**src/sv/ssi_pkg.sv**
```systemverilog
// Shared widths, word types and queue constants for the segment/sphere intersect block.
package ssi_pkg;

  localparam int COORD_BITS  = 16;
  localparam int T_FRAC_BITS = 16;
  localparam int RADIUS_BITS = 15;

  localparam int DIFF_W  = COORD_BITS + 1;     // S-C and E-S
  localparam int PROD_W  = 2 * DIFF_W;         // one coordinate product
  localparam int MAG_W   = 2 * COORD_BITS + 2; // sum of three products, magnitude
  localparam int HALF_W  = MAG_W / 2;          // split for the wide squares
  localparam int H_W     = MAG_W + 1;          // X.Y, signed
  localparam int C_W     = MAG_W + 1;          // X.X - r*r, signed
  localparam int RR_W    = 2 * RADIUS_BITS;
  localparam int SQ_W    = 2 * MAG_W;          // h*h and a*c magnitude
  localparam int D_W     = SQ_W + 2;           // discriminant when not negative
  localparam int ROOT_W  = MAG_W + 1;          // floor sqrt of the discriminant
  localparam int TWO_A_W = MAG_W + 1;
  localparam int NB_W    = MAG_W + 3;          // -b, signed
  localparam int T_W     = T_FRAC_BITS + 1;
  localparam int REM_W   = TWO_A_W + 1;

  localparam int QDEPTH = 4;
  localparam int QPTR_W = $clog2(QDEPTH);
  localparam int QCNT_W = $clog2(QDEPTH + 1);

  typedef struct packed {
    logic signed [COORD_BITS-1:0]  start_x;
    logic signed [COORD_BITS-1:0]  start_y;
    logic signed [COORD_BITS-1:0]  start_z;
    logic signed [COORD_BITS-1:0]  end_x;
    logic signed [COORD_BITS-1:0]  end_y;
    logic signed [COORD_BITS-1:0]  end_z;
    logic signed [COORD_BITS-1:0]  center_x;
    logic signed [COORD_BITS-1:0]  center_y;
    logic signed [COORD_BITS-1:0]  center_z;
    logic        [RADIUS_BITS-1:0] radius;
  } in_word_t;

  typedef struct packed {
    logic           hit;
    logic [T_W-1:0] t_fraction;
  } out_word_t;

  // Classified query handed from front to back.
  typedef struct packed {
    logic                     miss;
    logic [D_W-1:0]           d;
    logic signed [NB_W-1:0]   nb;
    logic [TWO_A_W-1:0]       two_a;
  } qent_t;

endpackage

```
**src/sv/ssi_fifo.sv**
```systemverilog
// Short queue between the front and back pipelines.
module ssi_fifo (
  input  logic           clk_i,
  input  logic           rst_ni,
  input  logic           push_i,
  input  ssi_pkg::qent_t entry_i,
  output logic           full_o,
  input  logic           pop_i,
  output ssi_pkg::qent_t entry_o,
  output logic           empty_o
);
  import ssi_pkg::*;

  qent_t             mem_q [QDEPTH];
  logic [QPTR_W-1:0] wr_q, rd_q;
  logic [QCNT_W-1:0] cnt_q;

  assign full_o  = (cnt_q == QCNT_W'(QDEPTH));
  assign empty_o = (cnt_q == '0);
  assign entry_o = mem_q[rd_q];

  always_ff @(posedge clk_i) begin
    if (push_i) begin
      mem_q[wr_q] <= entry_i;
    end
  end

  always_ff @(posedge clk_i or negedge rst_ni) begin
    if (!rst_ni) begin
      wr_q  <= '0;
      rd_q  <= '0;
      cnt_q <= '0;
    end else begin
      if (push_i) wr_q <= wr_q + 1'b1;
      if (pop_i)  rd_q <= rd_q + 1'b1;
      cnt_q <= cnt_q + QCNT_W'(push_i) - QCNT_W'(pop_i);
    end
  end

`ifndef ASSERT_OFF
  a_no_overflow: assert property (@(posedge clk_i) disable iff (!rst_ni)
    push_i |-> !full_o) else $error("queue push while full");
  a_no_underflow: assert property (@(posedge clk_i) disable iff (!rst_ni)
    pop_i |-> !empty_o) else $error("queue pop while empty");
  a_cnt_up: assert property (@(posedge clk_i) disable iff (!rst_ni)
    (push_i && !pop_i) |=> cnt_q == $past(cnt_q) + 1'b1) else $error("queue count slip");
  a_ptr_gap: assert property (@(posedge clk_i) disable iff (!rst_ni)
    wr_q == QPTR_W'(rd_q + cnt_q[QPTR_W-1:0])) else $error("queue pointers disagree");
`endif

endmodule

```
**config.mk**
```make
export PLATFORM = sky130hd
export DESIGN_NAME = ssi_fifo
export DESIGN_NICKNAME = d
export VERILOG_FILES = /design/src/sv/ssi_pkg.sv /design/src/sv/ssi_fifo.sv
export SDC_FILE = /design/constraint.sdc
export NUM_CORES = 1
export LEC_CHECK = 0
export CAP_MARGIN = 40
export CORE_UTILIZATION = 45
export DETAILED_ROUTE_END_ITERATION = 10
export DONT_BUFFER_PORTS = 1
export GPL_TIMING_DRIVEN = 1
export PLACE_DENSITY = 0.57
export SYNTH_ARGS = -nofsm -noshare
export SYNTH_HDL_FRONTEND = slang
export SYNTH_SLANG_ARGS = --single-unit
export TNS_END_PERCENT = 10
```
**constraint.sdc**
```tcl
create_clock -name clk_i -period 12.5 [get_ports clk_i]
set_input_delay 1.875 -clock clk_i [delete_from_list [all_inputs] [get_ports clk_i]]
set_output_delay 1.875 -clock clk_i [all_outputs]
set_load 0.02 [all_outputs]
```
==> impl_results.md, run 1 <==
- Port Buffer Count: 0
- CP max stage cell: dfrtp_4
- Slowest stage delay, CP: approximately 850 ps
- Post-CTS sizing: 0
- Routed via count: 8242
- Max Slew Vio Count: 0
- Net Sw Frac: approximately 31%
- Clk_lat worst skew: 590 ps
- Logic gate share of total power: 27.6%
- R2R Path Start: wr_q[1]$_DFFE_PN0P_
- Cell Area, Placed: between 0.02 and 0.025 mm^2
- Area share of the largest cell type after synthesis: 81.9%
- Clock tree buffer depth: 3
- Synth warn: 0
- CTS tree: done
- Synth Area in Compound Gates: 0.0239%
- Relative slew margins: 49.0%
- Mapped Nets: 935
- Mux contribution to synthesized area: 15.4%
- Hold path startpoint: wr_q[0]$_DFFE_PN0P_
- Hold Buf Count CTS: 0
- Final core area utilization: approximately half
- CTS Root Cell: clkbuf_16
- Dominant cell type by area after synthesis: edfxtp_1
- GRT overflow: 0
- Setup TNS: 0 ps
- Most frequent cell after synthesis: edfxtp_1
- Main combinational cell family by area after synthesis: multiplexers
- Setup violations, final: 0
- Clock sinks: slightly below 600
- Sum of buffers and inverters on the critical path: 1
- Final cell count without fillers: 1467
- Post-synth EDFFs: approximately 570
- DRC: 0
- Top cells by area, synth: edfxtp_1, mux4_2, dfrtp_1
- Starting Density: between 40% and 50%
- Worst Skew: 20.1 ps
- VDD IR max: 0.156 mV
- Hold WC Path Type: flip-flop to flip-flop
- Share of cells above drive strength 1: between 20 and 30%
- Cell Int Power: around 4 mW
- XOR/XNOR Fraction of Synth Area: less than 1%
- WL final: 39400 um
- Fmax: 208 MHz
- Post-synth top cells: edfxtp_1, mux4_2, buf_2, buf_6, dfrtp_1
- Max-cap violations: 0
- Adder-Cell Fraction of Synth Area: 0.453%
- P_sw: 1.84 mW
- Global placer's final weighted congestion: 0.751
- Fin Hold WS: 531 ps
- Worst-path clk slew: 60 ps
- WL/cell: between 20 and 30 um
- Design area: 0.0237 mm^2
- CP Launch Type: flip-flop
- Tmin final: 4820 ps
- Status: finished, final reports clean
- Total CTS buffers: 57
- Final hold violations: 0
- # IOs: 292
- Crit path DAT: 2940 ps
- FP Rows: 78
- Synth Area per Inst: 26.9 um^2
- # H-tree levels: 2
- Die ar.: 0.0475 mm^2
- Setup crit end kind: output port
- Netlist Area Pre-Place: 0.0210 mm^2
- Dpl hpwl: approximately 25000 um
- Diode count: 0
- Required @ worst endpoint: 10620 ps
- Area Growth Syn to Fin: 12.9%
- Vias in the first global route: between 9000 and 10000
- Global-route wire length before repair: 58200 um
- Max FO, Critical Path: 37
- Total iterations of the first detailed-routing run: 4
- Flop pwr share: 45.1%
- Critical Path Source: rd_q[0]$_DFFE_PN0P_
- Nets: 981
- WS Path Type: flip-flop to output port
- Die height: 218 um
- Postcts setup bufs: 0
- Core Region: 0.0457 mm^2
- Cell Pwr Density: roughly 250 mW/mm^2
- Cells after Synth: 781
- Sequential fraction of the synthesis area: 82.7%
- Post-synthesis cell type count: 18
- Flop2flop setup slack: slightly below 10000 ps
- Slew @ Worst Pin: 766 ps
- Placed Cells: 1368
- Initial antenna violation count: 0
- Post-route ant nets: 0
- Die width: 218 um
- Synthesized flop and latch total: 579
- Fin crit share: 38.5%
- Clock power frac: 27.4%
- Sequence of cells on the critical path: buf_4 -> mux4_2
- Detailed Route Iter0 Violations: ~480
- Synth Area in Simple Gates: less than 1%
- Post-synth ARST share: 1.21%
- Largest net degree at the start of global routing: 60
- Top FF cell, synth: edfxtp_1
- RSZ-0062 raised after global routing: no
- Total track usage: 16.9%
- Vias per cell: 5.62
- Leak: approximately 7.4 nW
- Crit path max-delay family: flip-flops
area by class of cell:
class,count,area (um^2)
clock buffers,68,1510
clock inverters,31,275
fillers,3432,22000
inverters,6,22.5
multi-input cells,164,3420
flip-flops and latches,579,17400
well taps,600,751
repair buffers,19,340
registers in the layout, indices dropped and copies added (netlist names):
| register | flops |
|---|---|
| wr_q | 2 |
| cnt_q | 3 |
| rd_q | 2 |
| mem_q | 572 |
stage by stage:
stage / worst slack [ps] / total power [mW]
2_1_floorplan: 6840 / 4.03
3_3_place_gp: 7960 / 4.29
3_5_place_dp: 8230 / 4.39
4_1_cts: 7550 / 6.02
5_1_grt: 7440 / 6.17
6_report: 7680 / 5.92
worst register-to-register path, delay by kind of cell, from the launching register on:
family | cells | cell delay (ps)
buffers and inverters | 4 | 1170
and+or+nand+nor | 1 | 560
DFF | 1 | 400
adders and majority gates | 1 | 150
cells by family (layout without fill, tap and decap cells):
logic type,Yosys count,in the layout
simple gates,8,8
flops,579,579
xor+xnor,5,5
mux,143,143
fa+ha+maj,7,7
buf+inv,38,124
compound gates,1,1
power by group through the flow:
stage | clock network (mW) | logic (mW) | registers [mW]
after detailed placement | 0 | 1.68 | 2.72
after global placement | 0 | 1.56 | 2.74
after floorplan | 0 | 1.35 | 2.68
final | 1.62 | 1.63 | 2.67
after CTS | 1.66 | 1.68 | 2.68
after global routing | 1.74 | 1.73 | 2.70
final timing paths:
kind / depth (start not counted) / endpoint
min in group asynchronous: 0 / cnt_q[0]$_DFF_PN0_
hold / removal: 1 / wr_q[0]$_DFFE_PN0P_
setup reg to reg: 6 / mem_q[1][86]$_DFFE_PP_
hold reg to reg: 1 / wr_q[0]$_DFFE_PN0P_
max in group asynchronous: 0 / rd_q[0]$_DFFE_PN0P_
setup / recovery: 2 / entry_o[133]
routing by layer:
| layer | track usage (%) | vias up | wire length [um] |
|---|---|---|---|
| met1 | 19.4 | 4448 | 14400 |
| li1 | - | 3469 | - |
| met3 | 7.41 | 67 | 3950 |
| met4 | 5.66 | 0 | 920 |
| met2 | 28.1 | 258 | 20100 |
| met5 | 0 | - | 0 |
placed cells by master (no fill, tap or decap), types with 2 or more instances in the layout:
| cell | netlist | routed |
|---|---|---|
| ha_1 | 6 | 6 |
| edfxtp_1 | 572 | 572 |
| mux4_2 | 143 | 143 |
| dfrtp_4 | 0 | 2 |
| dfrtp_1 | 7 | 5 |
| and2_4 | 0 | 4 |
| clkinv_2 | 0 | 9 |
| xor2_1 | 2 | 2 |
| bufinv_16 | 0 | 5 |
| buf_4 | 1 | 8 |
| clkbuf_16 | 0 | 59 |
| inv_1 | 6 | 6 |
| buf_16 | 0 | 8 |
| buf_12 | 0 | 3 |
| clkinvlp_4 | 0 | 3 |
| nand2_1 | 2 | 2 |
| xnor2_1 | 3 | 3 |
| clkinv_1 | 0 | 13 |
| clkbuf_1 | 6 | 9 |
Power figures use the tool's default switching activity.
==> run 2: changes to the inputs <==
--- a/config.mk
+++ b/config.mk
@@ -10,7 +10,7 @@
 export DETAILED_ROUTE_END_ITERATION = 10
 export DONT_BUFFER_PORTS = 1
 export GPL_TIMING_DRIVEN = 1
-export PLACE_DENSITY = 0.57
+export PLACE_DENSITY = 0.59
 export SYNTH_ARGS = -nofsm -noshare
 export SYNTH_HDL_FRONTEND = slang
 export SYNTH_SLANG_ARGS = --single-unit
==> constraint.sdc (replaced) <==
create_clock -name clk_i -period 4.1 [get_ports clk_i]
set_input_delay 0.615 -clock clk_i [delete_from_list [all_inputs] [get_ports clk_i]]
set_output_delay 0.615 -clock clk_i [all_outputs]
set_load 0.02 [all_outputs]
==> impl_results.md, run 2 (synthesis results as in run 1) <==
- FF-to-FF path depth: 4
- Final cell count without fillers: between 1000 and 1500
- Largest net degree at the start of global routing: 74
- Max Slew Vio Count: 0
- Clock tree buffer depth: 3
- Hold path startpoint: pop_i
- VDD IR max: 0.493 mV
- Max FO, Critical Path: 38
- Global placer's final weighted congestion: between 0.7 and 0.8
- Die width: 218 um
- Max-cap violations: 0
- Detailed Route Iter0 Violations: 520
- WS Path Type: flip-flop to output port
- Final hold violations: 0
- RSZ-0062 raised after global routing: no
- Worst hold path depth: 1
- Vias per cell: approximately 5.5
- Starting Density: 45.9%
- Cell Area, Placed: 0.0217 mm^2
- Commonest cells after routing, fill and taps aside: edfxtp_1, mux4_2, clkbuf_16, clkinv_1, clkinv_2
- Die height: roughly 220 um
- Initial antenna violation count: 0
- Total track usage: 16.0%
- R2R Path Start: wr_q[0]$_DFFE_PN0P_
- Status: finished, final reports clean
- WL/cell: between 20 and 30 um
- # H-tree levels: 2
- CTS Root Cell: clkbuf_16
- Largest registers: mem_q x572, cnt_q x3
- GR Util met2: 25.5%
- Postcts setup bufs: 0
- Total CTS buffers: 57
- Clk_lat worst skew: 600 ps
- Diode count: 0
- Setup crit end kind: output port
- CP Launch Type: flip-flop
- Leak: 7.33 nW
- Worst-path clk slew: ~60 ps
- Clock sinks: 579
- Critical Path Source: rd_q[1]$_DFFE_PN0P_
- Routed via count: 8136
- Sequential Area: around 0.017 mm^2
- Met3 usage: 8.84%
- Design area: 0.0235 mm^2
- Tmin final: 3110 ps
- Setup violations, final: 0
- Multi-input gate area: 0.00342 mm^2
- Worst Skew: 17.6 ps
- Crit path DAT: around 2500 ps
- Port Buffer Count: 0
- DRC: 0
- Nets: 976
- Fin crit share: 76.0%
- CTS tree: done
- Most flop-heavy register: mem_q
- Placed Cells: 1362
- GR peak layer: met2
- Post-route ant nets: 0
- Most common cell after layout, fill and taps aside: edfxtp_1
- # IOs: 292
- Die ar.: 0.0475 mm^2
- Core Region: 0.0457 mm^2
- Global-route wire length before repair: 56100 um
- Tot Pwr: roughly 18 mW
- Max FFs per register: 572
- FP Rows: 78
- Area Growth Syn to Fin: 12.1%
- GRT overflow: 0
- Cell Pwr Density: 760 mW/mm^2
- Fillers: 3439
- Final core area utilization: between 50% and 60%
- WL final: 37700 um
- Vias in the first global route: 8936
- Capture point of the worst reg-to-reg path: mem_q[2][107]$_DFFE_PP_
- Required @ worst endpoint: roughly 3500 ps
- Hold Path Sink: rd_q[0]$_DFFE_PN0P_
- Slew @ Worst Pin: 712 ps
- Flop2flop setup slack: roughly 1900 ps
- Share of cells above drive strength 1: 27.9%
- Fmax: 321 MHz
- Relative slew margins: 52.5%
- Total iterations of the first detailed-routing run: 5
- Setup TNS: 0 ps
- Dpl hpwl: around 23000 um
- Met1 Use GR: a little under a fifth
- Hold WC Path Type: primary input to flip-flop
## run 2: cell types whose count changed in the layout (fill, tap and decap cells not counted)
cell	delta
clkinv_1	+3
clkinvlp_4	+1
buf_12	+4
buf_16	-8
dlygate4sd3_1	+1
clkinv_2	+3
clkbuf_1	+1
clkinv_4	+2
bufinv_16	-2
buf_4	-2
## run 2: worst max-delay path: stages (launching register included)
cell	delay, ps
dfrtp_4	760
buf_4	590
mux4_2	490
## run 2: area by class of cell
class,instances,share of cell area (%)
timing repair buffer,14,0.830
inverter,6,0.0957
sequential,579,73.8
multi-input combinational,164,14.5
clock inverter,38,1.13
clock buffer,69,6.44
tap,600,3.19
## run 2: through the flow
stage	hold WS (ps)	setup WS [ps]
4_1_cts	45.2	924
3_3_place_gp	320	1600
5_1_grt	49.1	865
3_5_place_dp	320	1580
2_1_floorplan	319	-308
6_report	93.5	986
## run 2: worst max-delay path by stage
stage / end / slack (ps) / cells past startpoint
after global routing: entry_o[71] / 860 / 2
final: entry_o[121] / 990 / 2
after global placement: entry_o[69] / 1600 / 2
after CTS: entry_o[69] / 920 / 2
after detailed placement: entry_o[69] / 1580 / 2
after floorplan: mem_q[2][0]$_DFFE_PP_ / -310 / 3
## run 2: repair_timing
action	in CTS	in global routing
gates resized for setup	0	0
endpoints found under the hold margin	7	0
hold buffers	1	0
## run 2: power breakdown
group          switching (mW)  internal [mW]
registers               0.348           7.75
clock network            2.10           2.81
logic                    3.18           1.70
## run 2: per-layer routing
metal,vias to the layer above,part of all wire [%]
met4,0,1.9
li1,3466,-
met1,4337,36
met2,277,49
met5,-,0
met3,56,12
==> run 3: changes to the inputs <==
--- a/config.mk
+++ b/config.mk
@@ -10,7 +10,7 @@
 export DETAILED_ROUTE_END_ITERATION = 10
 export DONT_BUFFER_PORTS = 1
 export GPL_TIMING_DRIVEN = 1
-export PLACE_DENSITY = 0.59
+export PLACE_DENSITY = 0.57
 export SYNTH_ARGS = -nofsm -noshare
 export SYNTH_HDL_FRONTEND = slang
 export SYNTH_SLANG_ARGS = --single-unit
==> constraint.sdc (replaced) <==
create_clock -name clk_i -period 2.9 [get_ports clk_i]
set_input_delay 0.435 -clock clk_i [delete_from_list [all_inputs] [get_ports clk_i]]
set_output_delay 0.435 -clock clk_i [all_outputs]
set_load 0.02 [all_outputs]
==> impl_results.md, run 3 (synthesis results as in run 1) <==
- Clock tree buffer depth: 3
- Final hold violations: 0
- Die height: between 200 and 250 um
- Largest registers: mem_q x572, cnt_q x3
- Commonest cells after routing, fill and taps aside: edfxtp_1, dlygate4sd3_1, mux4_2, clkbuf_16, buf_12
- Largest net degree at the start of global routing: 75
- Post-CTS sizing: 0
- Global-route wire length before repair: 59600 um
- Starting Density: 45.9%
- Required @ worst endpoint: 2470 ps
- CTS tree: done
- Fin Hold WS: 165 ps
- Setup violations, final: 0
- # H-tree levels: 2
- Area Growth Syn to Fin: 20.5%
- FP Rows: 78
- Worst-path clk slew: roughly 60 ps
- Worst Skew: 19.8 ps
- R2R Path Start: wr_q[0]$_DFFE_PN0P_
- Total track usage: 17.0%
- Max FO, Critical Path: 28
- Routed via count: 8701
- Most common cell after layout, fill and taps aside: edfxtp_1
- Vias in the first global route: 9706
- Fillers: 3322
- Tmin final: 2740 ps
- Max FFs per register: 572
- WL/cell: 24.4 um
- Nets: 1134
- Cell Pwr Density: a little over 1000 mW/mm^2
- DRC: 0
- Max-cap violations: 0
- Crit path DAT: around 2300 ps
- Multi-input gate area: 0.00342 mm^2
- Initial antenna violation count: 5
- Flop2flop setup slack: 950 ps
- WS Path Type: flip-flop to output port
- Total CTS buffers: 58
- Die width: 218 um
- Detailed Route Iter0 Violations: between 500 and 600
- Post-route ant nets: 0
- Port Buffer Count: 0
- WL final: just under 40000 um
- Leak: 8.08 nW
- Most flop-heavy register: mem_q
- Dpl hpwl: 24500 um
- Core Region: 0.0457 mm^2
- CTS Root Cell: clkbuf_16
- Capture point of the worst reg-to-reg path: mem_q[2][102]$_DFFE_PP_
- Total iterations of the first detailed-routing run: 4
- Clk_lat worst skew: around 600 ps
- Setup TNS: 0 ps
- FF-to-FF path depth: 4
- VDD IR max: 0.737 mV
- Fmax: 364 MHz
- Max Slew Vio Count: 0
- Hold WC Path Type: primary input to async pin
- Sequence of cells on the critical path: buf_12 -> mux4_2
- Slew @ Worst Pin: 688 ps
- Postcts setup bufs: 0
- Status: finished, final reports clean
- GRT overflow: 0
- Slowest stage delay, CP: 730 ps
- Hold Buf Count CTS: 146
- Share of cells above drive strength 1: between 20% and 30%
- Critical Path Source: rd_q[0]$_DFFE_PN0P_
- Vias per cell: 5.34
- Global placer's final weighted congestion: 0.748
- Fin crit share: 94.6%
- # IOs: 292
- CP Launch Type: flip-flop
- Relative slew margins: 53.8%
- Clock sinks: 579
- RSZ-0062 raised after global routing: no
- CP max stage cell: dfrtp_4
- Die ar.: between 0.04 and 0.05 mm^2
- Setup crit end kind: output port
- Sequential Area: 0.0174 mm^2
run 3: cell types whose count changed in the layout (fill, tap and decap cells not counted):
cell / previous run / this run
clkinv_1: 16 / 11
clkinv_4: 2 / 1
clkinv_2: 12 / 9
clkinvlp_4: 4 / 2
clkinv_8: 0 / 2
clkbuf_1: 10 / 14
dlygate4sd3_1: 1 / 146
bufinv_16: 3 / 7
inv_6: 1 / 0
buf_4: 6 / 9
diode_2: 0 / 3
buf_12: 7 / 16
run 3: how the worst max path moves through the flow:
stage / endpoint / depth (start not counted)
global route: entry_o[78] / 2
floorplan: mem_q[2][0]$_DFFE_PP_ / 3
CTS: entry_o[78] / 2
detailed placement: entry_o[78] / 2
global placement: entry_o[78] / 2
finish: entry_o[78] / 2
run 3: final cells by class:
type | instances | share of cell area [%]
Inverter | 6 | 0.0891
Antenna cell | 3 | 0.0297
Clock inverter | 32 | 1.40
Tap cell | 600 | 2.97
Multi-Input combinational cell | 164 | 13.5
Timing Repair Buffer | 171 | 7.31
Clock buffer | 73 | 6.05
Sequential cell | 579 | 68.6
run 3: stage by stage:
| step | util, % | cells | area [um^2] | setup WS [ps] | power, mW |
|---|---|---|---|---|---|
| 5_1_grt | 55.4 | 1627 | 25300 | 36.9 | 27.2 |
| 6_report | 55.4 | 1628 | 25300 | 155 | 26.2 |
| 2_1_floorplan | - | 781 | 21000 | -1510 | 17.3 |
| 3_5_place_dp | 48.0 | 1374 | 21900 | 725 | 19.0 |
| 4_1_cts | 55.4 | 1625 | 25300 | 72.4 | 26.6 |
| 3_3_place_gp | 48.0 | 1374 | 21900 | 753 | 18.8 |
run 3: layer usage:
| metal | up-vias | share of wire, % | GRT usage, % | wire [um] |
|---|---|---|---|---|
| met3 | 58 | 7.9 | 5.45 | 3120 |
| li1 | 3794 | - | - | - |
| met2 | 244 | 51 | 28.8 | 20300 |
| met5 | - | 0.063 | 0 | 25 |
| met4 | 4 | 2.0 | 5.83 | 804 |
| met1 | 4601 | 39 | 20.5 | 15500 |
run 3: power breakdown:
group / switching (mW) / internal (mW)
sequential: 0.421 / 10.9
clock: 2.95 / 4.34
combinational: 4.76 / 2.76
total: 8.13 / 18.0
run 3: worst max-delay path: cells and delay by family, from the launching register on:
kind | cells | cell delay (ps)
buffers and inverters | 1 | 310
DFF | 1 | 730
muxes | 1 | 640
